[src/assert_macros.svh]
// Assertion helpers used by the RTL.
`ifndef ASSERT_MACROS_SVH
`define ASSERT_MACROS_SVH

// Property that must hold at every clock edge outside reset.
`define ASSERT_ALWAYS(lbl, clk, rst, prop) \
  lbl: assert property (@(posedge clk) disable iff (rst) (prop)) \
    else $error("assertion failed");

// Antecedent in one cycle implies consequent in the next.
`define ASSERT_NEXT(lbl, clk, rst, ante, cons) \
  lbl: assert property (@(posedge clk) disable iff (rst) (ante) |=> (cons)) \
    else $error("assertion failed");

`endif

[src/ialu_pkg.sv]
`timescale 1ns / 1ps
package ialu_pkg;

  localparam int DataWidth = 64;
  localparam int NumCells  = 64;

  localparam logic [4:0] OP_ADD    = 5'd0;
  localparam logic [4:0] OP_SUB    = 5'd1;
  localparam logic [4:0] OP_MUL    = 5'd2;
  localparam logic [4:0] OP_DIV    = 5'd3;
  localparam logic [4:0] OP_MOD    = 5'd4;
  localparam logic [4:0] OP_AND    = 5'd5;
  localparam logic [4:0] OP_OR     = 5'd6;
  localparam logic [4:0] OP_XOR    = 5'd7;
  localparam logic [4:0] OP_SHL    = 5'd8;
  localparam logic [4:0] OP_SHR    = 5'd9;
  localparam logic [4:0] OP_EQ     = 5'd10;
  localparam logic [4:0] OP_NE     = 5'd11;
  localparam logic [4:0] OP_LT     = 5'd12;
  localparam logic [4:0] OP_LE     = 5'd13;
  localparam logic [4:0] OP_GT     = 5'd14;
  localparam logic [4:0] OP_GE     = 5'd15;
  localparam logic [4:0] OP_CMP    = 5'd16;
  localparam logic [4:0] OP_NEG    = 5'd17;
  localparam logic [4:0] OP_TOBOOL = 5'd18;
  localparam logic [4:0] OP_NOT    = 5'd19;

  // Transaction as it travels down the chain.
  typedef struct packed {
    logic [4:0]           op;
    logic [DataWidth-1:0] simple;  // result of operations computed in ialu_front
    logic                 dz;
    logic                 neg_q;
    logic                 neg_r;
    logic [DataWidth-1:0] acc;     // product accumulator
    logic [DataWidth-1:0] a_sh;    // multiplicand, shifted one place per cell
    logic [DataWidth-1:0] b_sh;    // multiplier, low bit used per cell
    logic [DataWidth-1:0] rem;     // partial remainder
    logic [DataWidth-1:0] q;       // dividend in, quotient out
    logic [DataWidth-1:0] d;       // divisor magnitude
  } cell_t;

endpackage

[src/ialu_front.sv]
`timescale 1ns / 1ps
module ialu_front (
  input  logic                       clk,
  input  logic                       rst,
  input  logic                       en,
  input  logic                       in_valid,
  input  logic [4:0]                 opcode,
  input  logic [ialu_pkg::DataWidth-1:0] operand_a,
  input  logic [ialu_pkg::DataWidth-1:0] operand_b,
  output logic                       out_valid,
  output ialu_pkg::cell_t            out_item
);
  import ialu_pkg::*;

  cell_t item_next;
  logic  lt;
  logic  gt;
  logic  eq;
  logic [DataWidth-1:0] ua;
  logic [DataWidth-1:0] ub;

  always_comb begin
    lt = $signed(operand_a) < $signed(operand_b);
    gt = $signed(operand_b) < $signed(operand_a);
    eq = operand_a == operand_b;
    ua = operand_a[DataWidth-1] ? ({DataWidth{1'b0}} - operand_a) : operand_a;
    ub = operand_b[DataWidth-1] ? ({DataWidth{1'b0}} - operand_b) : operand_b;

    item_next        = '0;
    item_next.op     = opcode;
    item_next.dz     = ((opcode == OP_DIV) || (opcode == OP_MOD)) &&
                       (operand_b == '0);
    item_next.neg_q  = operand_a[DataWidth-1] ^ operand_b[DataWidth-1];
    item_next.neg_r  = operand_a[DataWidth-1];
    item_next.acc    = '0;
    item_next.a_sh   = operand_a;
    item_next.b_sh   = operand_b;
    item_next.rem    = '0;
    item_next.q      = ua;
    item_next.d      = ub;

    unique case (opcode)
      OP_ADD:    item_next.simple = operand_a + operand_b;
      OP_SUB:    item_next.simple = operand_a - operand_b;
      OP_AND:    item_next.simple = operand_a & operand_b;
      OP_OR:     item_next.simple = operand_a | operand_b;
      OP_XOR:    item_next.simple = operand_a ^ operand_b;
      OP_SHL:    item_next.simple = operand_a << operand_b[5:0];
      OP_SHR:    item_next.simple = $signed(operand_a) >>> operand_b[5:0];
      OP_EQ:     item_next.simple = {{(DataWidth-1){1'b0}}, eq};
      OP_NE:     item_next.simple = {{(DataWidth-1){1'b0}}, !eq};
      OP_LT:     item_next.simple = {{(DataWidth-1){1'b0}}, lt};
      OP_LE:     item_next.simple = {{(DataWidth-1){1'b0}}, !gt};
      OP_GT:     item_next.simple = {{(DataWidth-1){1'b0}}, gt};
      OP_GE:     item_next.simple = {{(DataWidth-1){1'b0}}, !lt};
      OP_CMP:    item_next.simple = lt ? {DataWidth{1'b1}} :
                                    {{(DataWidth-1){1'b0}}, gt};
      OP_NEG:    item_next.simple = {DataWidth{1'b0}} - operand_a;
      OP_TOBOOL: item_next.simple = {{(DataWidth-1){1'b0}}, operand_a != '0};
      OP_NOT:    item_next.simple = {{(DataWidth-1){1'b0}}, operand_a == '0};
      default:   item_next.simple = '0;
    endcase
  end

  always_ff @(posedge clk) begin
    if (rst) begin
      out_valid <= 1'b0;
    end else if (en) begin
      out_valid <= in_valid;
    end
  end

  always_ff @(posedge clk) begin
    if (en) begin
      out_item <= item_next;
    end
  end

endmodule

[config.mk]
export PLATFORM = sky130hd
export DESIGN_NAME = ialu_front
export DESIGN_NICKNAME = d
export VERILOG_FILES = /design/src/assert_macros.svh /design/src/ialu_pkg.sv /design/src/ialu_front.sv
export SDC_FILE = /design/constraint.sdc
export NUM_CORES = 2
export LEC_CHECK = 0
export BUFFER_PORTS_ARGS = -buffer_cell sky130_fd_sc_hd__buf_2
export CAP_MARGIN = 20
export CORE_MARGIN = 2
export CORE_UTILIZATION = 45
export CTS_CLUSTER_SIZE = 24
export DETAILED_ROUTE_END_ITERATION = 8
export PLACE_DENSITY = 0.7
export SKIP_LAST_GASP = 1
export SLEW_MARGIN = 30
export SYNTH_ARGS = -nofsm -noshare
export SYNTH_HDL_FRONTEND = slang
export SYNTH_SLANG_ARGS = --single-unit
export TNS_END_PERCENT = 50
[constraint.sdc]
create_clock -name clk -period 5 [get_ports clk]
set_clock_uncertainty 0.1 [all_clocks]
set_input_delay 0.25 -clock clk [delete_from_list [all_inputs] [get_ports clk]]
set_output_delay 0.25 -clock clk [all_outputs]
set_load 0.05 [all_outputs]
==> out/qor.yml <==
synth.area.mux_share_pct: 13.3
cp_slowest_cell: "or4_1"
period_needed_ns: 5.03
clkLatencyLatePin_ns: 0.59
synth-xor-area-share_pct: 4.77
start_util_pct: 45.3
port_buffers: 465
synth_edf_count: 325
crit_fanout: 19
yosysWarnings: 0
slew_headroom_pct: 26.3
die_w_um: 285
yosys.area_share.simple_pct: 14.7
grt_pass1_wl_um: 261000
drc: 0
path_delay_family: "simple AND/OR/NAND/NOR gates"
wire_per_inst_um: 32.1
drtIter0Drc: 6298
ys_seq_area_share_pct: 27.5
period_share_pct: 101
multiInputGateArea_um2: 23300
viasPerCell: 6.69
cts_tree: "built"
critPathKind: "input pin to flop"
holdWs_ns: 0.0339
path_buf_inv: 7
grtUsageTotal_pct: 43.8
setup_viol: 3
cts-root-buf: "clkbuf_16"
coreArea_um2: 78600
fillers: 7367
fp.dieArea_um2: 81400
dp.cells: 5650
clock.fmax_ghz: 0.199
regArea_um2: 9780
synth.avg_cell_area_um2: 8.70
final_cell_mix: "buf_2, nor2_1, buf_4"
synth_area_leaders: "edfxtp_1, ha_1, mux4_2, a21oi_1, xnor2_1"
clkSinkCount: 326
placed_area_um2: 40500
layout_setup_ws_ns: -0.0293
maxCapViolCount: 0
antenna_found_initial: 11
hold_viol_final: 0
die_h_um: 285
area.growth.synth_to_final_pct: 19.4
path_cells: "dlygate4sd3_1, buf_2, inv_1, ha_1, or4_1, nand4b_1, buf_4, nor2_1, nand3_1, a31oi_2, nor4_4, buf_4, buf_4, mux2i_4, buf_4, a221o_1, or3_1"
drive_above_1_share_pct: 23.5
grt_max_degree: 111
synth_fa_ha_area_share_pct: 9.18
crit_required_ns: 5.24
irDropWorstVdd_mv: 0.264
synth_top_area_cell: "edfxtp_1"
yosysUniqueCellTypes: 95
synth_top_family_by_area: "compound AO/OA/AOI/OAI gates"
power_leakage_nw: 17.8
total_power_w: 0.0115
powerDensity_nw_per_um2: 271
status: "complete, but fails checks"
clk_pin_slew_worst_paths_ns: 0.07
synth_seq_cells: 326
final_common_cell: "buf_2"
wl_um: 186000
worst_ep_arrival_time_ns: 5.27
fin_nets: 5110
fp-row-count: 103
synth_compound_area_share_pct: 22.1
numCtsBuffers: 40
dr.pass1.iters: 6
slew_viol_final: 0
place_hpwl_um: 144000
ios: 594
gp_congestion: 1.07
clockBufferDepth: 3
worst_pin_slew_ns: 1.10
hp-class: "input pin to flop"
vias: 38808
slowest_delay_ns: 0.62
cp_common_cell: "buf_4"
grt_overflow: 0
stdcell_count: 5799
synth-main-ff-cell: "edfxtp_1"
violations: "negative setup slack"
final_cell_area_um2: 42500
grt_pass1_vias: 36113
synth_area_um2: 35600
syn_inst: 4093
cts-htree-levels: 2
cp-start-kind: "input pin"
drtAntennaViolNets: 0
yosysTopAreaCellShare_pct: 27.4
worst_setup_path_end_kind: "flop"
async_flop_share_pct: 0
==> cell type report <==
type	instances	share of cell area [%]
Timing Repair Buffer	915	14.2
Clock inverter	26	0.556
Antenna cell	8	0.0471
Inverter	209	1.85
Sequential cell	326	23.0
Multi-Input combinational cell	3221	54.9
Tap cell	1050	3.09
Clock buffer	44	2.39
==> worst paths after layout <==
path | start | endpoint | slack (ns) | depth (start not counted)
setup reg to reg | out_valid | out_valid | 3.77 | 3
setup / recovery | operand_b[58] | out_item[431] | -0.03 | 17
hold / removal | operand_a[60] | out_item[316] | 0.03 | 2
hold reg to reg | out_valid | out_valid | 0.94 | 3
==> repair_timing <==
item	CTS	global route
setup endpoints to repair	0	41
hold endpoints to repair	113	0
setup buffers	0	0
hold buffers	71	0
resized for setup	0	5
==> flip-flops by register name, indices dropped and copies added, names as in the netlist <==
name	cells
out_valid	1
out_item	325
==> cells in the mapped netlist, drive strengths merged (52+ instances only) <==
master and instances:
nor4 66, xnor2 192, mux4 138, nand3 61, o31ai 52, buf 204
inv 204, ha 258, edfxtp 325, o22ai 75, nor2 446, a21oi 342
mux2i 139, clkbuf 260, o21ai 251, a22oi 56, nand2 272, o21bai 52
nor3 93
==> report_power, final <==
group	total (W)	switching [W]	leakage [nW]	internal, W
logic	0.00516	0.00370	14.0	0.00146
clock network	0.00291	0.00128	0.611	0.00163
registers	0.00343	0.0000991	3.18	0.00333
total	0.0115	0.00509	17.8	0.00642
==> logic make-up (layout without fill, tap and decap cells) <==
kind of cell | after synthesis | count (layout)
compound gates | 1210 | 1210
mux | 297 | 297
other cells | 1 | 136
fa+ha+maj | 260 | 260
xor+xnor | 194 | 194
buf+inv | 673 | 1194
simple gates | 1132 | 1132
flops | 326 | 326
==> worst reg2reg max path: stages, from the launching register on <==
cell and delay [ns]:
dfxtp_1 0.31, mux2i_1 0.13, nor2_1 0.05, dlygate4sd3_1 0.54
==> layer usage <==
layer	share of wire [%]	track usage, %	up-vias
li1	-	-	16214
met1	39	59.5	19045
met2	42	63.5	3004
met3	14	14.4	531
met4	5.0	18.3	14
met5	0.12	1.28	-
==> metrics by stage <==
| step | setup WS [ns] | TNS, ns | util, % |
|---|---|---|---|
| after floorplan | 0.0123 | 0 | - |
| after global placement | -0.200 | -1.04 | 51.5 |
| after detailed placement | -0.357 | -6.38 | 51.5 |
| after CTS | 0.0299 | 0 | 54.0 |
| after global routing | -0.00232 | -0.00232 | 54.0 |
| final | -0.0293 | -0.0619 | 54.1 |
No activity file was read; power rests on OpenSTA's default activity.
