File: config.mk
export PLATFORM = sky130hd
export DESIGN_NAME = ialu_cell
export DESIGN_NICKNAME = d
export VERILOG_FILES = /design/src/assert_macros.svh /design/src/ialu_pkg.sv /design/src/ialu_cell.sv
export SDC_FILE = /design/constraint.sdc
export NUM_CORES = 1
export LEC_CHECK = 0
export BUFFER_PORTS_ARGS = -buffer_cell sky130_fd_sc_hd__buf_2
export CAP_MARGIN = 20
export CORE_AREA = 2 2 354 356
export CTS_BUF_LIST = sky130_fd_sc_hd__clkbuf_8
export DETAILED_ROUTE_END_ITERATION = 8
export DIE_AREA = 0 0 356 358
export GPL_TIMING_DRIVEN = 0
export HOLD_SLACK_MARGIN = 0.1
export PLACE_DENSITY = 0.49
export SLEW_MARGIN = 20
export SYNTH_ARGS = -nofsm -noshare
export SYNTH_HDL_FRONTEND = slang
export SYNTH_SLANG_ARGS = --single-unit
File: constraint.sdc
create_clock -name clk -period 7.9 [get_ports clk]
set_input_delay 1.58 -clock clk [delete_from_list [all_inputs] [get_ports clk]]
set_output_delay 1.58 -clock clk [all_outputs]
set_load 0.02 [all_outputs]
File: src/assert_macros.svh
// Assertion helpers used by the RTL.
`ifndef ASSERT_MACROS_SVH
`define ASSERT_MACROS_SVH

// Property that must hold at every clock edge outside reset.
`define ASSERT_ALWAYS(lbl, clk, rst, prop) \
  lbl: assert property (@(posedge clk) disable iff (rst) (prop)) \
    else $error("assertion failed");

// Antecedent in one cycle implies consequent in the next.
`define ASSERT_NEXT(lbl, clk, rst, ante, cons) \
  lbl: assert property (@(posedge clk) disable iff (rst) (ante) |=> (cons)) \
    else $error("assertion failed");

`endif

File: src/ialu_pkg.sv
`timescale 1ns / 1ps
package ialu_pkg;

  localparam int DataWidth = 64;
  localparam int NumCells  = 64;

  localparam logic [4:0] OP_ADD    = 5'd0;
  localparam logic [4:0] OP_SUB    = 5'd1;
  localparam logic [4:0] OP_MUL    = 5'd2;
  localparam logic [4:0] OP_DIV    = 5'd3;
  localparam logic [4:0] OP_MOD    = 5'd4;
  localparam logic [4:0] OP_AND    = 5'd5;
  localparam logic [4:0] OP_OR     = 5'd6;
  localparam logic [4:0] OP_XOR    = 5'd7;
  localparam logic [4:0] OP_SHL    = 5'd8;
  localparam logic [4:0] OP_SHR    = 5'd9;
  localparam logic [4:0] OP_EQ     = 5'd10;
  localparam logic [4:0] OP_NE     = 5'd11;
  localparam logic [4:0] OP_LT     = 5'd12;
  localparam logic [4:0] OP_LE     = 5'd13;
  localparam logic [4:0] OP_GT     = 5'd14;
  localparam logic [4:0] OP_GE     = 5'd15;
  localparam logic [4:0] OP_CMP    = 5'd16;
  localparam logic [4:0] OP_NEG    = 5'd17;
  localparam logic [4:0] OP_TOBOOL = 5'd18;
  localparam logic [4:0] OP_NOT    = 5'd19;

  // Transaction as it travels down the chain.
  typedef struct packed {
    logic [4:0]           op;
    logic [DataWidth-1:0] simple;  // result of operations computed in ialu_front
    logic                 dz;
    logic                 neg_q;
    logic                 neg_r;
    logic [DataWidth-1:0] acc;     // product accumulator
    logic [DataWidth-1:0] a_sh;    // multiplicand, shifted one place per cell
    logic [DataWidth-1:0] b_sh;    // multiplier, low bit used per cell
    logic [DataWidth-1:0] rem;     // partial remainder
    logic [DataWidth-1:0] q;       // dividend in, quotient out
    logic [DataWidth-1:0] d;       // divisor magnitude
  } cell_t;

endpackage

File: src/ialu_cell.sv
`timescale 1ns / 1ps
module ialu_cell (
  input  logic            clk,
  input  logic            rst,
  input  logic            en,
  input  logic            in_valid,
  input  ialu_pkg::cell_t in_item,
  output logic            out_valid,
  output ialu_pkg::cell_t out_item
);
  import ialu_pkg::*;

  cell_t            item_next;
  logic [DataWidth:0] trial;
  logic [DataWidth:0] diff;

  always_comb begin
    item_next = in_item;
    // one multiplier bit: add the shifted multiplicand
    item_next.acc  = in_item.acc + (in_item.b_sh[0] ? in_item.a_sh : '0);
    item_next.a_sh = {in_item.a_sh[DataWidth-2:0], 1'b0};
    item_next.b_sh = {1'b0, in_item.b_sh[DataWidth-1:1]};
    // one restoring division step
    trial = {in_item.rem, in_item.q[DataWidth-1]};
    diff  = trial - {1'b0, in_item.d};
    if (!diff[DataWidth]) begin
      item_next.rem = diff[DataWidth-1:0];
      item_next.q   = {in_item.q[DataWidth-2:0], 1'b1};
    end else begin
      item_next.rem = trial[DataWidth-1:0];
      item_next.q   = {in_item.q[DataWidth-2:0], 1'b0};
    end
  end

  always_ff @(posedge clk) begin
    if (rst) begin
      out_valid <= 1'b0;
    end else if (en) begin
      out_valid <= in_valid;
    end
  end

  always_ff @(posedge clk) begin
    if (en) begin
      out_item <= item_next;
    end
  end

endmodule

==> results of run 1 <==
## worst max-delay path, stage by stage
cell and delay, ns:
clkbuf_1 0.72, clkbuf_1 0.40, and2_1 0.21, ha_1 0.22
clkbuf_1 0.19, and3_1 0.21, a211o_1 0.28, a21o_1 0.20
nor4b_1 0.17, nor4_1 0.48, o21ai_1 0.22, a21boi_1 0.45
o41ai_1 0.13, xor2_1 0.35
## registers in the layout (all words and copies together) (netlist names)
name and cells:
out_item 454, out_valid 1
## metal layers
layer  track usage, %  part of all wire (%)  vias up
met5                0                  0.24        -
met4            5.392                   3.0       38
met3            5.908                   9.7      173
met2            26.86                    49      932
met1            17.47                    38     9369
li1                 -                     -     9224
## power breakdown
group / internal, mW / total, mW / switching (mW)
clock network: 1.42 / 2.61 / 1.18
registers: 2.95 / 3.02 / 0.0623
logic: 0.603 / 1.74 / 1.14
total: 4.98 / 7.36 / 2.38
## cells by family after synthesis
group                    after synthesis  synth area share (%)
AND/OR/NAND/NOR                      465                 10.03
multiplexers                          59                 3.538
other                                  1               0.01604
buffers and inverters                190                 3.297
flip-flops                           455                 58.40
AO/OA/AOI/OAI                        507                 13.71
adder cells (fa/ha/maj)              129                 6.968
XOR/XNOR                             108                 4.046
## stage by stage
step / setup TNS, ns / hold slack [ns] / cell area [µm²] / worst slack [ns]
floorplan: 0 / 0.5788 / 23380 / 3.347
global placement: -1076.79 / 0.4817 / 30000 / -2.515
detailed placement: 0 / 0.4838 / 30190 / 1.669
CTS: 0 / 0.5011 / 32080 / 2.578
global route: 0 / 0.5623 / 32080 / 2.270
finish: 0 / 0.4941 / 32090 / 2.573
## cell usage in the layout, fill, tap and decap left out, types with 63 or more instances in the layout
master	count
ha_1	127
a21oi_1	173
o21ai_0	80
inv_1	136
edfxtp_1	454
clkbuf_8	91
xnor2_1	63
nor2_1	93
nand2_1	127
buf_2	920
and2_1	72
## final cells by class
| class | instances | area share (%) |
|---|---|---|
| buffer | 77 | 1.072 |
| antenna | 5 | 0.03898 |
| sequential | 455 | 42.54 |
| multi-input combinational | 1270 | 27.94 |
| inverter | 113 | 1.329 |
| tap | 1637 | 6.382 |
| clock inverter | 72 | 2.008 |
| clock buffer | 91 | 3.902 |
| timing repair buffer | 919 | 14.78 |
## worst paths after layout
| kind | cells past startpoint | slack [ns] | to |
|---|---|---|---|
| worst max register to register | 2 | 7.32 | out_valid$_SDFFE_PP0P_ |
| worst min-delay path | 2 | 0.49 | out_valid$_SDFFE_PP0P_ |
| worst min register to register | 2 | 0.49 | out_valid$_SDFFE_PP0P_ |
| worst max-delay path | 14 | 2.57 | out_item[352]$_DFFE_PP_ |
==> flow_summary.json, run 1 <==
{
  "status": "completed",
  "worstSetupPathType": "in -> reg",
  "ys_ff_latch": 455,
  "synth.avg_cell_area_um2": 12.21,
  "min_from": "out_valid$_SDFFE_PP0P_",
  "htree_levels": 3,
  "drcViolationCount": 0,
  "cts.sinks": 455,
  "die_x_um": 356,
  "netlist_top_cells_count": "454 x edfxtp_1, 173 x a21oi_1, 127 x ha_1, 127 x nand2_1, 112 x inv_1",
  "synth-warning-count": 0,
  "grt_max_degree": 97,
  "ant_nets": 0,
  "multi_input_area_mm2": 0.008969,
  "dr.pass1.iters": 5,
  "drv_slew": 0,
  "numPortBuffers": 913,
  "ys_seq_area_share_pct": 58.40,
  "cp.arrival_ns": 5.84,
  "yosysTopAreaCellShare_pct": 58.31,
  "synth-edff-count": 454,
  "first_iter_violations": 1439,
  "fin_nets": 3515,
  "grt_pass1_vias": 19640,
  "grt_use_total_pct": 15.55,
  "crit_fanout": 10,
  "clock_latency_ns": 0.79,
  "leakage_nw": 13.88,
  "die_area_mm2": 0.1274,
  "total_power_mw": 7.363,
  "postCtsSetupBuffers": 0,
  "cts_tree": "done",
  "fin_skew_ns": 0,
  "vias": 19740,
  "path_clk_slew_ns": 0.06,
  "startpoint_type": "input port",
  "row_count": 129,
  "ios": 917,
  "syn_area_mm2": 0.02338,
  "dp_hpwl_um": 86300,
  "coreArea_mm2": 0.1233,
  "grt_overflow": 0,
  "route.detailed.wl_per_inst_um": 22.45,
  "ys_types": 80,
  "fmax_ghz": 0.1877,
  "finalSetupViolations": 0,
  "post-route-util_pct": 26.03,
  "worst_pin_slew_ns": 1.157,
  "synth_area_leaders": "edfxtp_1 58%, ha_1 6.8%, a21oi_1 3.7%",
  "regArea_mm2": 0.01365,
  "hold_viol": 0,
  "stdcell_count": 4639,
  "irDropWorstVdd_v": 0.0001142,
  "hold_path_class": "reg -> reg",
  "postCtsHoldBufs": 0,
  "period_minus_slack_ns": 5.327,
  "drive_gt1_share_pct": 37.47,
  "routed_wirelength_um": 104100,
  "rsz0062_at_grt": "no",
  "maxCapViolations": 0,
  "via_per_inst": 4.254,
  "area_delta_synth_final_pct": 37.28,
  "yosys.area.top_type": "edfxtp_1",
  "dp.cells": 4471,
  "synthCells": 1914,
  "cp-end-kind": "register",
  "antenna_found_initial": 42,
  "reg2reg_from": "out_valid$_SDFFE_PP0P_",
  "grt_first_pass_wirelength_um": 141600,
  "fill_cells": 13340,
  "fin_crit_sh_pct": 67.43,
  "synth-main-ff-cell": "edfxtp_1",
  "crit_path_start": "in_item[192]",
  "numCtsBuffers": 90,
  "die_h_um": 358,
  "slew_headroom_pct": 21.87,
  "clockBufferDepth": 3,
  "power.density_mw_per_mm2": 229.4,
  "synth-async-reset-ratio_pct": 0,
  "gp_congestion": 0.9059,
  "critPathRequiredTime_ns": 8.41,
  "synth.most_common_cell": "edfxtp_1",
  "root_buffer": "clkbuf_8",
  "ctsResizeCount": 0,
  "initial_core_util_pct": 18.96
}
No activity file was read; power rests on OpenSTA's default activity.
==> run 2: changes to the inputs <==
--- a/config.mk
+++ b/config.mk
@@ -5,15 +5,16 @@
 export SDC_FILE = /design/constraint.sdc
 export NUM_CORES = 1
 export LEC_CHECK = 0
+export ABC_AREA = 1
 export BUFFER_PORTS_ARGS = -buffer_cell sky130_fd_sc_hd__buf_2
 export CAP_MARGIN = 20
-export CORE_AREA = 2 2 354 356
+export CORE_AREA = 2 2 361 363
 export CTS_BUF_LIST = sky130_fd_sc_hd__clkbuf_8
 export DETAILED_ROUTE_END_ITERATION = 8
-export DIE_AREA = 0 0 356 358
+export DIE_AREA = 0 0 363 365
 export GPL_TIMING_DRIVEN = 0
 export HOLD_SLACK_MARGIN = 0.1
-export PLACE_DENSITY = 0.49
+export PLACE_DENSITY = 0.52
 export SLEW_MARGIN = 20
 export SYNTH_ARGS = -nofsm -noshare
 export SYNTH_HDL_FRONTEND = slang
==> constraint.sdc (replaced) <==
create_clock -name clk -period 4.5 [get_ports clk]
set_input_delay 0.9 -clock clk [delete_from_list [all_inputs] [get_ports clk]]
set_output_delay 0.9 -clock clk [all_outputs]
set_load 0.02 [all_outputs]
==> run 2 against run 1 <==
Flip-flop and latch count stayed put. Register-to-register slack worse by 3.4 ns. Largest power group unchanged. Critical path depth is 1 higher. Via count is 26% higher. Clock skew stayed put. First-iteration DRC count is 9.7% lower. Critical path type unchanged. Combinational power is 90% higher. Routed wire length is 28% higher.
==> flow_summary.json, run 2 <==
{
  "status": "completed",
  "crit_fanout": 10,
  "yosysTopAreaCellShare_pct": 51.95,
  "synth_fa_ha_area_share_pct": 6.208,
  "synth-async-reset-ratio_pct": 0,
  "via_per_inst": 4.190,
  "total_power_mw": 13.08,
  "cp.arrival_ns": 4.23,
  "clockBufferDepth": 3,
  "antenna_found_initial": 57,
  "grt_max_degree": 99,
  "synth.avg_cell_area_um2": 8.273,
  "grt_use_total_pct": 19.38,
  "htree_levels": 3,
  "ant_nets": 0,
  "startpoint_type": "input port",
  "stdcell_count": 5937,
  "period_minus_slack_ns": 3.718,
  "gp_congestion": 0.9693,
  "vias": 24880,
  "largest_register": "out_item",
  "postCtsHoldBufs": 0,
  "synth.most_common_cell": "nand2_1",
  "ys_types": 40,
  "synth-warning-count": 0,
  "fin_crit_sh_pct": 82.62,
  "synth-edff-count": 454,
  "coreArea_mm2": 0.1287,
  "layout_commonest_cell": "nand2_1",
  "irDropWorstVdd_v": 0.0002791,
  "fmax_ghz": 0.2690,
  "ios": 917,
  "first_iter_violations": 1299,
  "grt_overflow": 0,
  "die_area_mm2": 0.1325,
  "route.detailed.wl_per_inst_um": 22.44,
  "synth-compound-area-share_pct": 5.135,
  "power.density_mw_per_mm2": 374.6,
  "multi_input_area_mm2": 0.01009,
  "grt_first_pass_wirelength_um": 179200,
  "fin_nets": 4772,
  "dp.cells": 5766,
  "synthXorXnorAreaFrac_pct": 2.203,
  "largest_register_ffs": 454,
  "netlist_top_cells_count": "1134 x nand2_1, 614 x inv_1, 454 x edfxtp_1, 264 x nor2_1, 153 x a21oi_1",
  "maxCapViolations": 0,
  "cp-end-kind": "register",
  "drv_slew": 0,
  "ys_seq_area_share_pct": 52.03,
  "drcViolationCount": 0,
  "grt_pass1_vias": 24880,
  "yosys.area.top_type": "edfxtp_1",
  "leakage_nw": 17.73,
  "postCtsSetupBuffers": 0,
  "cts.sinks": 455,
  "regArea_mm2": 0.01365,
  "cts_tree": "done",
  "muxShareOfSynthArea_pct": 0.03814,
  "post-route-util_pct": 27.14,
  "syn_area_mm2": 0.02624,
  "die_x_um": 363,
  "final_cell_mix": "1134 x nand2_1, 918 x buf_2, 635 x inv_1",
  "slew_headroom_pct": 46.76,
  "rsz0062_at_grt": "no",
  "worst_pin_slew_ns": 0.7902,
  "synth_top_family_by_area": "simple AND/OR/NAND/NOR gates",
  "ctsResizeCount": 0,
  "drive_gt1_share_pct": 25.91,
  "numPortBuffers": 913,
  "numCtsBuffers": 90,
  "initial_core_util_pct": 20.40,
  "ys_ff_latch": 455,
  "critPathRequiredTime_ns": 5.01,
  "synthSimpleGateAreaFrac_pct": 24.85,
  "routed_wirelength_um": 133200,
  "dr.pass1.iters": 6,
  "synthCells": 3172,
  "row_count": 132,
  "hold_viol": 0,
  "fin_skew_ns": 0,
  "hold_path_class": "in -> reg",
  "dp_hpwl_um": 114800,
  "root_buffer": "clkbuf_8",
  "synth_area_leaders": "edfxtp_1 52%, nand2_1 16%, inv_1 8.8%",
  "fill_cells": 14290,
  "area_delta_synth_final_pct": 33.07,
  "finalSetupViolations": 0,
  "worstSetupPathType": "in -> reg",
  "die_h_um": 365,
  "synth-main-ff-cell": "edfxtp_1",
  "reg.largest.list": "out_item x454, out_valid x1",
  "path_clk_slew_ns": 0.06,
  "clock_latency_ns": 0.78
}
==> run 2: cell type report <==
type	instances	share of cell area (%)
multi-input combinational	2077	28.90
antenna	12	0.08599
clock buffer	91	3.587
inverter	619	6.654
buffer	22	0.5088
sequential	455	39.10
timing repair buffer	918	13.51
clock inverter	68	1.655
tap	1675	6.001
==> run 2: cells by family (layout without fill, tap and decap cells) <==
family | Yosys count | after routing
flip-flops | 455 | 455
AND/OR/NAND/NOR | 1626 | 1626
XOR/XNOR | 66 | 66
other | 1 | 14
adder cells (fa/ha/maj) | 129 | 129
AO/OA/AOI/OAI | 253 | 253
buffers and inverters | 641 | 1718
multiplexers | 1 | 1
==> run 2: power by group <==
group          switching (mW)  internal, mW  total [mW]
Sequential              0.126          5.17        5.30
Clock                    2.06          2.42        4.48
Combinational            2.34         0.961        3.30
Total                    4.53          8.55        13.1
==> run 2: path summary, 6_finish.rpt <==
check,start,end,slack (ns),cells past startpoint
worst max register to register,out_valid$_SDFFE_PP0P_,out_valid$_SDFFE_PP0P_,3.92,2
worst min register to register,out_valid$_SDFFE_PP0P_,out_valid$_SDFFE_PP0P_,0.49,2
worst min-delay path,in_item[71],out_item[72]$_DFFE_PP_,0.26,1
worst max-delay path,in_item[192],out_item[380]$_DFFE_PP_,0.78,15
==> run 2: worst max-delay path, stage by stage <==
cell and delay, ns:
clkbuf_2 0.49, buf_1 0.34, nand2_1 0.09, inv_1 0.07, ha_1 0.28, a21oi_1 0.27
o21ai_0 0.20, a21oi_1 0.48, o21ai_0 0.35, nand2_1 0.14, nand2_1 0.19, nand2_1 0.20
nand2_1 0.07, nand2_1 0.06, nand2_1 0.09
==> run 2: metrics by stage <==
| step | instance area [µm²] | TNS, ns | setup slack (ns) | hold WS (ns) |
|---|---|---|---|---|
| final | 34920 | 0 | 0.7823 | 0.2556 |
| after global routing | 34900 | 0 | 0.5374 | 0.1838 |
| after floorplan | 26250 | 0 | 1.384 | 0.5788 |
| after CTS | 34890 | 0 | 0.8369 | 0.1439 |
| after detailed placement | 33060 | -0.1971 | -0.06591 | 0.4883 |
| after global placement | 32910 | -2248.36 | -5.050 | 0.4697 |
==> run 2: metal layers <==
metal	global-route usage [%]	share of wire, %	routed length, µm	up-vias
met4	6.183	2.9	3927	36
li1	-	-	-	12110
met5	0	0.17	225	-
met1	20.30	36	48200	11570
met2	36.75	52	69510	959
met3	5.776	8.5	11360	196
