--- src/assert_macros.svh ---
// Assertion helpers used by the RTL.
`ifndef ASSERT_MACROS_SVH
`define ASSERT_MACROS_SVH

// Property that must hold at every clock edge outside reset.
`define ASSERT_ALWAYS(lbl, clk, rst, prop) \
  lbl: assert property (@(posedge clk) disable iff (rst) (prop)) \
    else $error("assertion failed");

// Antecedent in one cycle implies consequent in the next.
`define ASSERT_NEXT(lbl, clk, rst, ante, cons) \
  lbl: assert property (@(posedge clk) disable iff (rst) (ante) |=> (cons)) \
    else $error("assertion failed");

`endif

--- src/ialu_pkg.sv ---
`timescale 1ns / 1ps
package ialu_pkg;

  localparam int DataWidth = 64;
  localparam int NumCells  = 64;

  localparam logic [4:0] OP_ADD    = 5'd0;
  localparam logic [4:0] OP_SUB    = 5'd1;
  localparam logic [4:0] OP_MUL    = 5'd2;
  localparam logic [4:0] OP_DIV    = 5'd3;
  localparam logic [4:0] OP_MOD    = 5'd4;
  localparam logic [4:0] OP_AND    = 5'd5;
  localparam logic [4:0] OP_OR     = 5'd6;
  localparam logic [4:0] OP_XOR    = 5'd7;
  localparam logic [4:0] OP_SHL    = 5'd8;
  localparam logic [4:0] OP_SHR    = 5'd9;
  localparam logic [4:0] OP_EQ     = 5'd10;
  localparam logic [4:0] OP_NE     = 5'd11;
  localparam logic [4:0] OP_LT     = 5'd12;
  localparam logic [4:0] OP_LE     = 5'd13;
  localparam logic [4:0] OP_GT     = 5'd14;
  localparam logic [4:0] OP_GE     = 5'd15;
  localparam logic [4:0] OP_CMP    = 5'd16;
  localparam logic [4:0] OP_NEG    = 5'd17;
  localparam logic [4:0] OP_TOBOOL = 5'd18;
  localparam logic [4:0] OP_NOT    = 5'd19;

  // Transaction as it travels down the chain.
  typedef struct packed {
    logic [4:0]           op;
    logic [DataWidth-1:0] simple;  // result of operations computed in ialu_front
    logic                 dz;
    logic                 neg_q;
    logic                 neg_r;
    logic [DataWidth-1:0] acc;     // product accumulator
    logic [DataWidth-1:0] a_sh;    // multiplicand, shifted one place per cell
    logic [DataWidth-1:0] b_sh;    // multiplier, low bit used per cell
    logic [DataWidth-1:0] rem;     // partial remainder
    logic [DataWidth-1:0] q;       // dividend in, quotient out
    logic [DataWidth-1:0] d;       // divisor magnitude
  } cell_t;

endpackage

--- src/ialu_back.sv ---
`timescale 1ns / 1ps
`include "assert_macros.svh"
module ialu_back (
  input  logic                           clk,
  input  logic                           rst,
  input  logic                           in_valid,
  input  ialu_pkg::cell_t                in_item,
  output logic                           en,
  output logic                           out_valid,
  input  logic                           out_stall,
  output logic [ialu_pkg::DataWidth-1:0] result_value,
  output logic                           divide_by_zero
);
  import ialu_pkg::*;

  logic                 skid_full;
  logic [DataWidth-1:0] skid_value;
  logic                 skid_dz;
  logic [DataWidth-1:0] res;
  logic                 p_valid;

  always_comb begin
    case (in_item.op)
      OP_MUL:  res = in_item.acc;
      OP_DIV:  res = in_item.neg_q ? ({DataWidth{1'b0}} - in_item.q) : in_item.q;
      OP_MOD:  res = in_item.neg_r ? ({DataWidth{1'b0}} - in_item.rem) : in_item.rem;
      default: res = in_item.simple;
    endcase
    if (in_item.dz) begin
      res = '0;
    end
  end

  assign en      = !skid_full;
  assign p_valid = in_valid && en;

  always_ff @(posedge clk) begin
    if (rst) begin
      out_valid <= 1'b0;
      skid_full <= 1'b0;
    end else if (!out_valid || !out_stall) begin
      if (skid_full) begin
        out_valid <= 1'b1;
        skid_full <= 1'b0;
      end else begin
        out_valid <= p_valid;
      end
    end else if (p_valid) begin
      // output held: park the transaction
      skid_full <= 1'b1;
    end
  end

  always_ff @(posedge clk) begin
    if (!out_valid || !out_stall) begin
      if (skid_full) begin
        result_value   <= skid_value;
        divide_by_zero <= skid_dz;
      end else begin
        result_value   <= res;
        divide_by_zero <= in_item.dz;
      end
    end else if (p_valid) begin
      skid_value <= res;
      skid_dz    <= in_item.dz;
    end
  end

  `ASSERT_ALWAYS(a_skid_needs_out, clk, rst, !skid_full || out_valid)
  `ASSERT_ALWAYS(a_dz_zero, clk, rst, !(out_valid && divide_by_zero) || (result_value == '0))
  `ASSERT_NEXT(a_skid_drains, clk, rst, skid_full && !out_stall, !skid_full && out_valid)

endmodule

--- config.mk ---
export PLATFORM = sky130hd
export DESIGN_NAME = ialu_back
export DESIGN_NICKNAME = d
export VERILOG_FILES = /design/src/ialu_pkg.sv /design/src/ialu_back.sv
export VERILOG_INCLUDE_DIRS = /design/src /design/src/src
export SDC_FILE = /design/constraint.sdc
export NUM_CORES = 1
export LEC_CHECK = 0
export BUFFER_PORTS_ARGS = -buffer_cell sky130_fd_sc_hd__buf_4
export CORE_AREA = 2 2 203 205
export CTS_BUF_LIST = sky130_fd_sc_hd__clkbuf_4 sky130_fd_sc_hd__clkbuf_8
export DETAILED_ROUTE_END_ITERATION = 6
export DIE_AREA = 0 0 205 207
export PLACE_DENSITY_LB_ADDON = 0.1
export SLEW_MARGIN = 5
export SYNTH_ARGS = -nofsm -noshare
export SYNTH_HDL_FRONTEND = slang
export SYNTH_SLANG_ARGS = --single-unit
--- constraint.sdc ---
create_clock -name clk -period 8.5 [get_ports clk]
set_input_delay 0.425 -clock clk [delete_from_list [all_inputs] [get_ports clk]]
set_output_delay 0.425 -clock clk [all_outputs]
set_load 0.01 [all_outputs]
==> results.toml, run 1 <==
[synth]
netlist_top_cells_area = "edfxtp_1 39%, xor2_1 4.8%, nor2_1 4.0%"
synth_area_leader_cell = "edfxtp_1"
ys_warn_count = 0
syn_avg_cell_area_sq_um = 9.11
synth_edf_count = 130
synthFlopType = "edfxtp_1"
synth.top_cell.area_share = 0.391
yosys.cell_types.count = 79
synth-seq-cells = 132
synth-async-reset-ratio = 0
synthCells = 1095
netlist_area_sq_um = 9980
synth_fp_nets = 1557
ys_seq_area_frac = 0.395

[clock_tree]
cts_tree = "built"
cts_sinks = 132
worstSkewPairLatency_ns = 0.48
cts_setup_buffers = 0
h-tree-depth = 4
cts-hold-fix-buffers = 0
postCtsResizedCells = 0
cts_buffer_depth = 2
path_clk_slew_ns = 0.08
clock-root-buffer = "clkbuf_8"
numCtsBuffers = 17

[worst_hold_path]
min_from = "rst"
min_delay_path_depth = 2
worstHoldPathType = "input pin to flip-flop"

[flow_run]
drv_cap = 0

[critical_path]
path_class = "input pin to flip-flop"
cp-startpoint = "in_item[128]"
critPathCaptureType = "flip-flop"
cp.arrival_ns = 4.24
cp_max_fo = 8
startpoint_type = "input pin"
cp.required_ns = 8.84
reg2reg_depth = 4
r2r_start = "skid_full"

[timing]
worstMarginPinSlew_ns = 1.06
hold_violations = 0
setup_violations = 0
rsz0062_at_grt = "false"
fin_crit_ns = 3.90
maxSlewViolCount = 0
clock_skew_ns = 0.0116
tns_ns = 0
fmax_mhz = 256
maxSlewHeadroom = 0.296
fin_crit_sh = 0.459

[floorplanning]
dieWidth_um = 205
die_area_sq_um = 42400
core_area_sq_um = 40400
io_pins = 527
rows = 74
initial_core_util = 0.247
die_h_um = 207

[cells_and_area]
nNetsFinal = 1842
drive_gt1_frac = 0.312
area_delta_synth_final_pct = 34.7
finalNonFillerCells = 1926

[placed_design]
dp.final_hpwl_um = 39200
gp_congestion = 0.902
numPortBuffers = 334
dp.cells = 1893

[global_routing]
grt_overflow = 0
antenna_found_initial = 4
grt_pass1_wl_um = 72400
grt_start_max_net_pins = 66
grt_pass1_vias = 10000
grt_usage = 0.236

[detailed_routing]
drt_iter0_drc = 949
finalWirelength_um = 51300
drc = 0
via_per_inst = 5.46
dr.pass1.iters = 5
wire_per_inst_um = 26.7
ant_nets = 0
vias = 10500

[pwr]
power.density_nw_per_um2 = 137
p_leak_nw = 4.94
vdd_drop_max_mv = 0.0845

[outcome]
status = "finished clean"
==> layout by cell type, fill, tap and decap left out, drive strengths merged, types with 11 or more instances in the layout <==
cell	n
a211oi	26
a21oi	54
a221oi	16
a31oi	12
buf	351
clkbuf	19
edfxtp	130
inv	11
mux2	16
nand2	87
nand2b	12
nand3	19
nand4	13
nor2	106
nor3	49
nor4	27
o21ai	67
o31ai	53
o41ai	34
or3	19
or4	21
xnor2	40
xor2	55
==> kinds of logic after synthesis <==
kind of cell	Yosys count	share of synthesized area
simple gates	401	0.206
compound gates	344	0.249
flops	132	0.395
buf+inv	97	0.0379
xor+xnor	95	0.0834
mux	24	0.0261
fa+ha+maj	2	0.00251
==> power breakdown <==
group / total (W) / switching [W] / internal, W
clock network: 0.000608 / 0.000283 / 0.000326
logic: 0.000456 / 0.000257 / 0.000200
registers: 0.000776 / 0.0000137 / 0.000763
total: 0.00184 / 0.000553 / 0.00129
==> critical path, cell delays in order <==
cell	delay, ns
buf_4	0.12
inv_1	0.05
ha_1	0.19
nor4b_1	0.62
nand3_1	0.43
or4_1	0.74
o311ai_0	0.36
a21oi_1	0.20
a211oi_1	0.81
mux2_2	0.30
==> registers in the layout, indices dropped and copies added, names as in the netlist <==
signal / cells
skid_value: 64
skid_dz: 1
result_value: 64
divide_by_zero: 1
out_valid: 1
skid_full: 1
==> cell usage after synthesis, types with 9 or more instances <==
cell and number:
edfxtp_1 130, nor2_1 106, nand2_1 87, clkbuf_1 67, o21ai_0 62, xor2_1 55, a21oi_1 54, o31ai_1 51
nor3_1 49, xnor2_1 40, o41ai_1 32, a211oi_1 25, nor4_1 25, nand3_1 19, or3_1 19, or4_1 19
a221oi_1 15, mux2_2 15, nand4_1 13, a31oi_1 12, buf_1 12, nand2b_1 12, inv_1 10, a22oi_1 9
o221ai_1 9, or2_2 9
==> worst paths after layout <==
check        slack (ns)               end
max                4.60  result_value[48]
min                0.11         out_valid
max reg2reg        5.75  result_value[11]
min reg2reg        0.53  result_value[22]
==> layer usage <==
layer  track usage  up-vias  part of all wire
met1         0.360     5094              0.49
met4        0.0452        4             0.014
li1              -     4887                 -
met5             0        -           0.00064
met3        0.0456       41             0.073
met2         0.345      497              0.42
==> final cells by class <==
type / count / area [sq um]
well taps: 532 / 666
clock inverters: 13 / 181
fillers: 4317 / 26900
clock buffers: 19 / 249
flip-flops and latches: 132 / 3950
inverters: 12 / 45.0
repair buffers: 351 / 2640
diodes: 1 / 2.50
multi-input cells: 866 / 5720
==> through the flow <==
stage          utilization  setup WS (ns)  total power (W)  hold slack (ns)  area (sq um)
2_1_floorplan            -           1.11         0.000974            0.493          9980
3_3_place_gp         0.322           4.17          0.00125            0.508         13000
3_5_place_dp         0.322           4.11          0.00125            0.511         13000
4_1_cts              0.333           4.66          0.00186           0.0547         13400
5_1_grt              0.333           4.40          0.00192           0.0713         13400
6_report             0.333           4.60          0.00184            0.106         13400
Power figures use the tool's default switching activity.
==> run 2: changes to the inputs <==
--- a/config.mk
+++ b/config.mk
@@ -6,11 +6,12 @@
 export SDC_FILE = /design/constraint.sdc
 export NUM_CORES = 1
 export LEC_CHECK = 0
+export ABC_AREA = 1
 export BUFFER_PORTS_ARGS = -buffer_cell sky130_fd_sc_hd__buf_4
-export CORE_AREA = 2 2 203 205
+export CORE_AREA = 2 2 208 210
 export CTS_BUF_LIST = sky130_fd_sc_hd__clkbuf_4 sky130_fd_sc_hd__clkbuf_8
 export DETAILED_ROUTE_END_ITERATION = 6
-export DIE_AREA = 0 0 205 207
+export DIE_AREA = 0 0 210 212
 export PLACE_DENSITY_LB_ADDON = 0.1
 export SLEW_MARGIN = 5
 export SYNTH_ARGS = -nofsm -noshare
==> constraint.sdc (replaced) <==
create_clock -name clk -period 3.3 [get_ports clk]
set_input_delay 0.165 -clock clk [delete_from_list [all_inputs] [get_ports clk]]
set_output_delay 0.165 -clock clk [all_outputs]
set_load 0.01 [all_outputs]
==> run 2 against run 1 <==
Effect of this change:
- via count rose by 32%
- clock-buffer cell count fell by 2
- register-to-register slack got worse by 4.2 ns
- setup slack got worse by 3.3 ns
- utilization rose by 3.0 points
- critical path type unchanged
- largest power group unchanged
==> results.toml, run 2 <==
[detailed_routing]
routed.top_layer = "met5"
dr.pass1.iters = 6
wl_met2_um = 23200
via_per_inst = 4.93
drt_iter0_drc = 1057
drt-met1-wl_um = 28300
ant_nets = 0
vias = 13900
finalWirelength_um = 57200
route.met3.wl_um = 4720
wire_per_inst_um = 20.3
drc = 0

[timing]
maxSlewHeadroom = 0.472
maxSlewViolCount = 0
fmax_mhz = 489
hold_violations = 0
fin_crit_sh = 0.620
clock_skew_ns = 0.0147
worstMarginPinSlew_ns = 0.787
rsz0062_at_grt = "false"
fin_crit_ns = 2.05
setup_violations = 0
setup_slack_ns = 1.25
tns_ns = 0

[critical_path]
path_class = "input pin to flip-flop"
reg2reg_depth = 3
r2r_start = "out_valid"
critPathCaptureType = "flip-flop"
r2r_setup_slack_ns = 1.51
reg2reg_to = "skid_value[53]"
cp.arrival_ns = 2.30
startpoint_type = "input pin"
cp.required_ns = 3.55
cp_max_fo = 37

[floorplanning]
dieWidth_um = 210
io_pins = 527
die_area_sq_um = 44500
die_h_um = 212
core_area_sq_um = 42500
initial_core_util = 0.278
rows = 76

[placed_design]
dp.final_hpwl_um = 46500
numPortBuffers = 334
gp_congestion = 0.932
dp.cells = 2769
dpl_cell_area_sq_um = 14900
place_ws_ns = 0.732

[global_routing]
grt_usage = 0.256
grt_pass1_wl_um = 82600
grt_overflow = 0
grt_start_max_net_pins = 76
antenna_found_initial = 19
grt_pass1_vias = 13000

[synth]
synth-seq-cells = 132
syn_avg_cell_area_sq_um = 6.07
synth_commonest_cells = "674 x nand2_1, 281 x nor2_1, 244 x nand3_1"
synth-async-reset-ratio = 0
yosysMostFrequentCell = "nand2_1"
netlist_area_sq_um = 11800
yosys.cell_types.count = 38
synth.top_cell.area_share = 0.331
synth_edf_count = 130
ys_seq_area_frac = 0.334
synthFlopType = "edfxtp_1"
synth_area_leader_cell = "edfxtp_1"
synth_fp_nets = 2406
synthCells = 1944
ys_warn_count = 0
netlist_top_cells_area = "edfxtp_1 33%, nand2_1 21%, nand3_1 10%"

[cells_and_area]
reg_top3 = "result_value x64, skid_value x64"
final_common_cell = "nand2_1"
layout_common_cells = "673 x nand2_1, 346 x buf_4, 280 x nor2_1, 244 x nand3_1, 227 x inv_1"
drive_gt1_frac = 0.181
finalNonFillerCells = 2819
area_delta_synth_final_pct = 30.5
nNetsFinal = 2715
final_area_sq_um = 15400

[worst_hold_path]
min_delay_path_depth = 5
worstHoldPathType = "input pin to flip-flop"
min_from = "in_item[437]"
min_to = "skid_value[50]"

[outcome]
status = "finished clean"

[clock_tree]
h-tree-depth = 4
worstSkewPairLatency_ns = 0.50
cts_sinks = 132
postCtsResizedCells = 0
clock-root-buffer = "clkbuf_8"
cts_tree = "built"
cts-hold-fix-buffers = 11
numCtsBuffers = 17
cts_setup_buffers = 0
cts_buffer_depth = 2
path_clk_slew_ns = 0.10

[flow_run]
drv_cap = 0

[pwr]
power.density_nw_per_um2 = 303
p_leak_nw = 7.02
vdd_drop_max_mv = 0.203
## run 2: cell types whose count changed after synthesis, moves of 51 or more
cell / before / now
inv_1: 10 / 227
o31ai_1: 51 / 0
xor2_1: 55 / 4
nor2_1: 106 / 281
nand2_1: 87 / 674
nand3_1: 19 / 244
## run 2: area by class of cell
type	instances	area, sq um
clock inverters	15	169
flip-flops and latches	132	3950
inverters	232	873
repair buffers	361	2790
fillers	4810	27100
multi-input cells	1509	6710
well taps	546	683
diodes	7	17.5
clock buffers	17	234
## run 2: stage by stage
step | utilization | power [W] | hold slack [ns]
final | 0.363 | 0.00467 | 0.0694
after global routing | 0.362 | 0.00492 | 0.0461
after CTS | 0.362 | 0.00473 | 0.0120
after detailed placement | 0.350 | 0.00322 | 0.341
after global placement | 0.350 | 0.00321 | 0.336
after floorplan | - | 0.00256 | 0.234
## run 2: logic make-up (layout without fill, tap and decap cells)
family,after synthesis,count (layout),share of synthesized area
flip-flops,132,132,0.334
adder cells (fa/ha/maj),2,2,0.00212
AO/OA/AOI/OAI,193,193,0.0896
buffers and inverters,303,625,0.0999
other,0,7,0
XOR/XNOR,4,4,0.00297
AND/OR/NAND/NOR,1310,1310,0.471
## run 2: worst max path at each step
stage          slack, ns    startpoint  cells past startpoint          endpoint
2_1_floorplan       0.56     out_valid                      2           skid_dz
3_3_place_gp        0.75  in_item[455]                      9  result_value[41]
3_5_place_dp        0.73  in_item[455]                     10  result_value[36]
4_1_cts             1.30  in_item[455]                     10  result_value[36]
5_1_grt             1.11   in_item[64]                     14  result_value[36]
6_report            1.25  in_item[455]                      9  result_value[41]
## run 2: critical path: stages
cell and delay (ns):
buf_4 0.11, nor2_1 0.14, and3_2 0.22, clkinv_2 0.25, nand2_4 0.34, buf_4 0.42
nand4_1 0.39, nand3_1 0.17, nand2_1 0.06
## run 2: routing by layer
| layer | GRT usage | vias up |
|---|---|---|
| met5 | 0 | - |
| met4 | 0.0523 | 24 |
| met3 | 0.0650 | 59 |
| met2 | 0.364 | 526 |
| met1 | 0.386 | 6372 |
| li1 | - | 6930 |
## run 2: report_power, final
group          internal, W  switching (W)  total [W]
Clock             0.000688       0.000784    0.00147
Combinational     0.000505       0.000687    0.00119
Sequential         0.00197      0.0000396    0.00201
==> run 3: changes to the inputs <==
==> constraint.sdc (replaced) <==
create_clock -name clk -period 1.75 [get_ports clk]
set_input_delay 0.0875 -clock clk [delete_from_list [all_inputs] [get_ports clk]]
set_output_delay 0.0875 -clock clk [all_outputs]
set_load 0.01 [all_outputs]
==> run 3 against run 2 <==
Effect of this change:
- via count increased by 11%
- worst hold slack got worse by 0.031 ns
- critical path depth decreased by 6
- clock power increased by 84%
- utilization increased by 8.2 points
- wire length increased by 11%
- clock skew increased by 0.0054 ns
- sequential power increased by 89%
- non-clock buffer count increased by 414
- setup slack got worse by 1.2 ns
- final cell count increased by 15%
- die area unchanged
==> results.toml, run 3 (same netlist as run 2, synthesis figures left out) <==
[critical_path]
critPathMaxStageDelay_ns = 0.38
path_cells = "inv_1 > buf_6 > buf_4"
cp.required_ns = 1.66
reg2reg_to = "out_valid"
r2r_setup_slack_ns = 0.14
critPathSlowestCell = "buf_6"
path_class = "flip-flop to output pin"
r2r_start = "skid_full"
startpoint_type = "flip-flop"
cp_max_fo = 46
cp.arrival_ns = 1.58
reg2reg_depth = 4
critPathCaptureType = "output pin"

[detailed_routing]
drc = 0
vias = 15400
dr.pass1.iters = 7
drt_iter0_drc = 1370
via_per_inst = 4.77
ant_nets = 0
wire_per_inst_um = 19.7
finalWirelength_um = 63500

[floorplanning]
die_area_sq_um = 44500
dieWidth_um = 210
die_h_um = 212
initial_core_util = 0.278
io_pins = 527
rows = 76
core_area_sq_um = 42500

[worst_hold_path]
worstHoldPathType = "input pin to flip-flop"
min_from = "in_item[332]"
min_to = "skid_value[12]"
min_delay_path_depth = 5

[pwr]
power.density_nw_per_um2 = 493
vdd_drop_max_mv = 0.380
p_leak_nw = 9.06

[timing]
whs_ns = 0.0386
clock_skew_ns = 0.0201
rsz0062_at_grt = "true"
fmax_mhz = 599
fin_crit_sh = 0.953
fin_crit_ns = 1.67
hold_violations = 0
maxSlewHeadroom = 0.618
maxSlewViolCount = 0
worstMarginPinSlew_ns = 0.567
setup_violations = 0

[cells_and_area]
finalNonFillerCells = 3231
fillers = 4534
multi_input_area_sq_um = 6810
area_delta_synth_final_pct = 60.2
regArea_sq_um = 3950
final_area_sq_um = 18900
drive_gt1_frac = 0.299
layout_common_cells = "701 x buf_4, 668 x nand2_1, 275 x nor2_1, 239 x nand3_1, 226 x inv_1"
reg_top3 = "result_value x64, skid_value x64"
nNetsFinal = 3129
final_common_cell = "buf_4"

[clock_tree]
cts_buffer_depth = 2
cts_sinks = 132
h-tree-depth = 4
path_clk_slew_ns = 0.09
worstSkewPairLatency_ns = 0.52
cts_tree = "built"
numCtsBuffers = 17
clock-root-buffer = "clkbuf_8"

[placed_design]
dp.cells = 3135
numPortBuffers = 334
dp.final_hpwl_um = 52300
dpl_cell_area_sq_um = 17800
gp_congestion = 0.936

[global_routing]
grt_pass1_vias = 14800
grt_usage = 0.282
antenna_found_initial = 8
grt_pass1_wl_um = 91600
grt_start_max_net_pins = 86
grt_overflow = 0

[flow_run]
drv_cap = 0

[outcome]
status = "finished clean"
==> run 3: routing by layer <==
metal | part of all wire | vias up | global-route usage
li1 | - | 7755 | -
met1 | 0.50 | 7082 | 0.420
met2 | 0.42 | 523 | 0.419
met3 | 0.069 | 48 | 0.0575
met4 | 0.015 | 10 | 0.0594
met5 | 0.0010 | - | 0
==> run 3: cell type report <==
type / count / share of cell area
antenna: 5 / 0.000661
inverter: 232 / 0.0462
clock inverter: 12 / 0.00608
sequential: 132 / 0.209
tap: 546 / 0.0361
timing repair buffer: 775 / 0.328
clock buffer: 20 / 0.0146
multi-input combinational: 1509 / 0.360
==> run 3: timing repair <==
action	4_1_cts	5_1_grt
hold endpoints to repair	66	0
resized for setup	2	27
hold buffers	55	0
buffers inserted	0	3
pin swaps	0	12
cloned	0	1
setup endpoints to repair	2	25
==> run 3: worst max-delay path by stage <==
stage,cells after the start,startpoint,endpoint
after global placement,12,in_item[134],result_value[19]
after CTS,4,out_valid,out_valid
after detailed placement,12,in_item[134],result_value[19]
final,3,skid_full,en
after global routing,13,in_item[136],result_value[19]
after floorplan,2,out_valid,skid_dz
==> run 3: stage by stage <==
stage	total power, W	setup TNS, ns	worst slack [ns]	utilization
after floorplan	0.00483	-21.24	-0.327	-
after global routing	0.00976	-0.0390	-0.0277	0.445
final	0.00933	0	0.0819	0.445
after CTS	0.00936	0	0.0116	0.441
after global placement	0.00654	-32.21	-0.643	0.419
after detailed placement	0.00655	-34.28	-0.605	0.419
==> run 3: worst max-delay path, delay by kind of cell, from the launching register on <==
kind / cells / cell delay [ns]
buffers and inverters: 3 / 0.67
flip-flops: 1 / 0.34
==> run 3: where the power goes <==
| part | total, W | switching [W] | internal [W] |
|---|---|---|---|
| registers | 0.00380 | 0.0000914 | 0.00371 |
| clock network | 0.00271 | 0.00145 | 0.00125 |
| logic | 0.00283 | 0.00145 | 0.00137 |
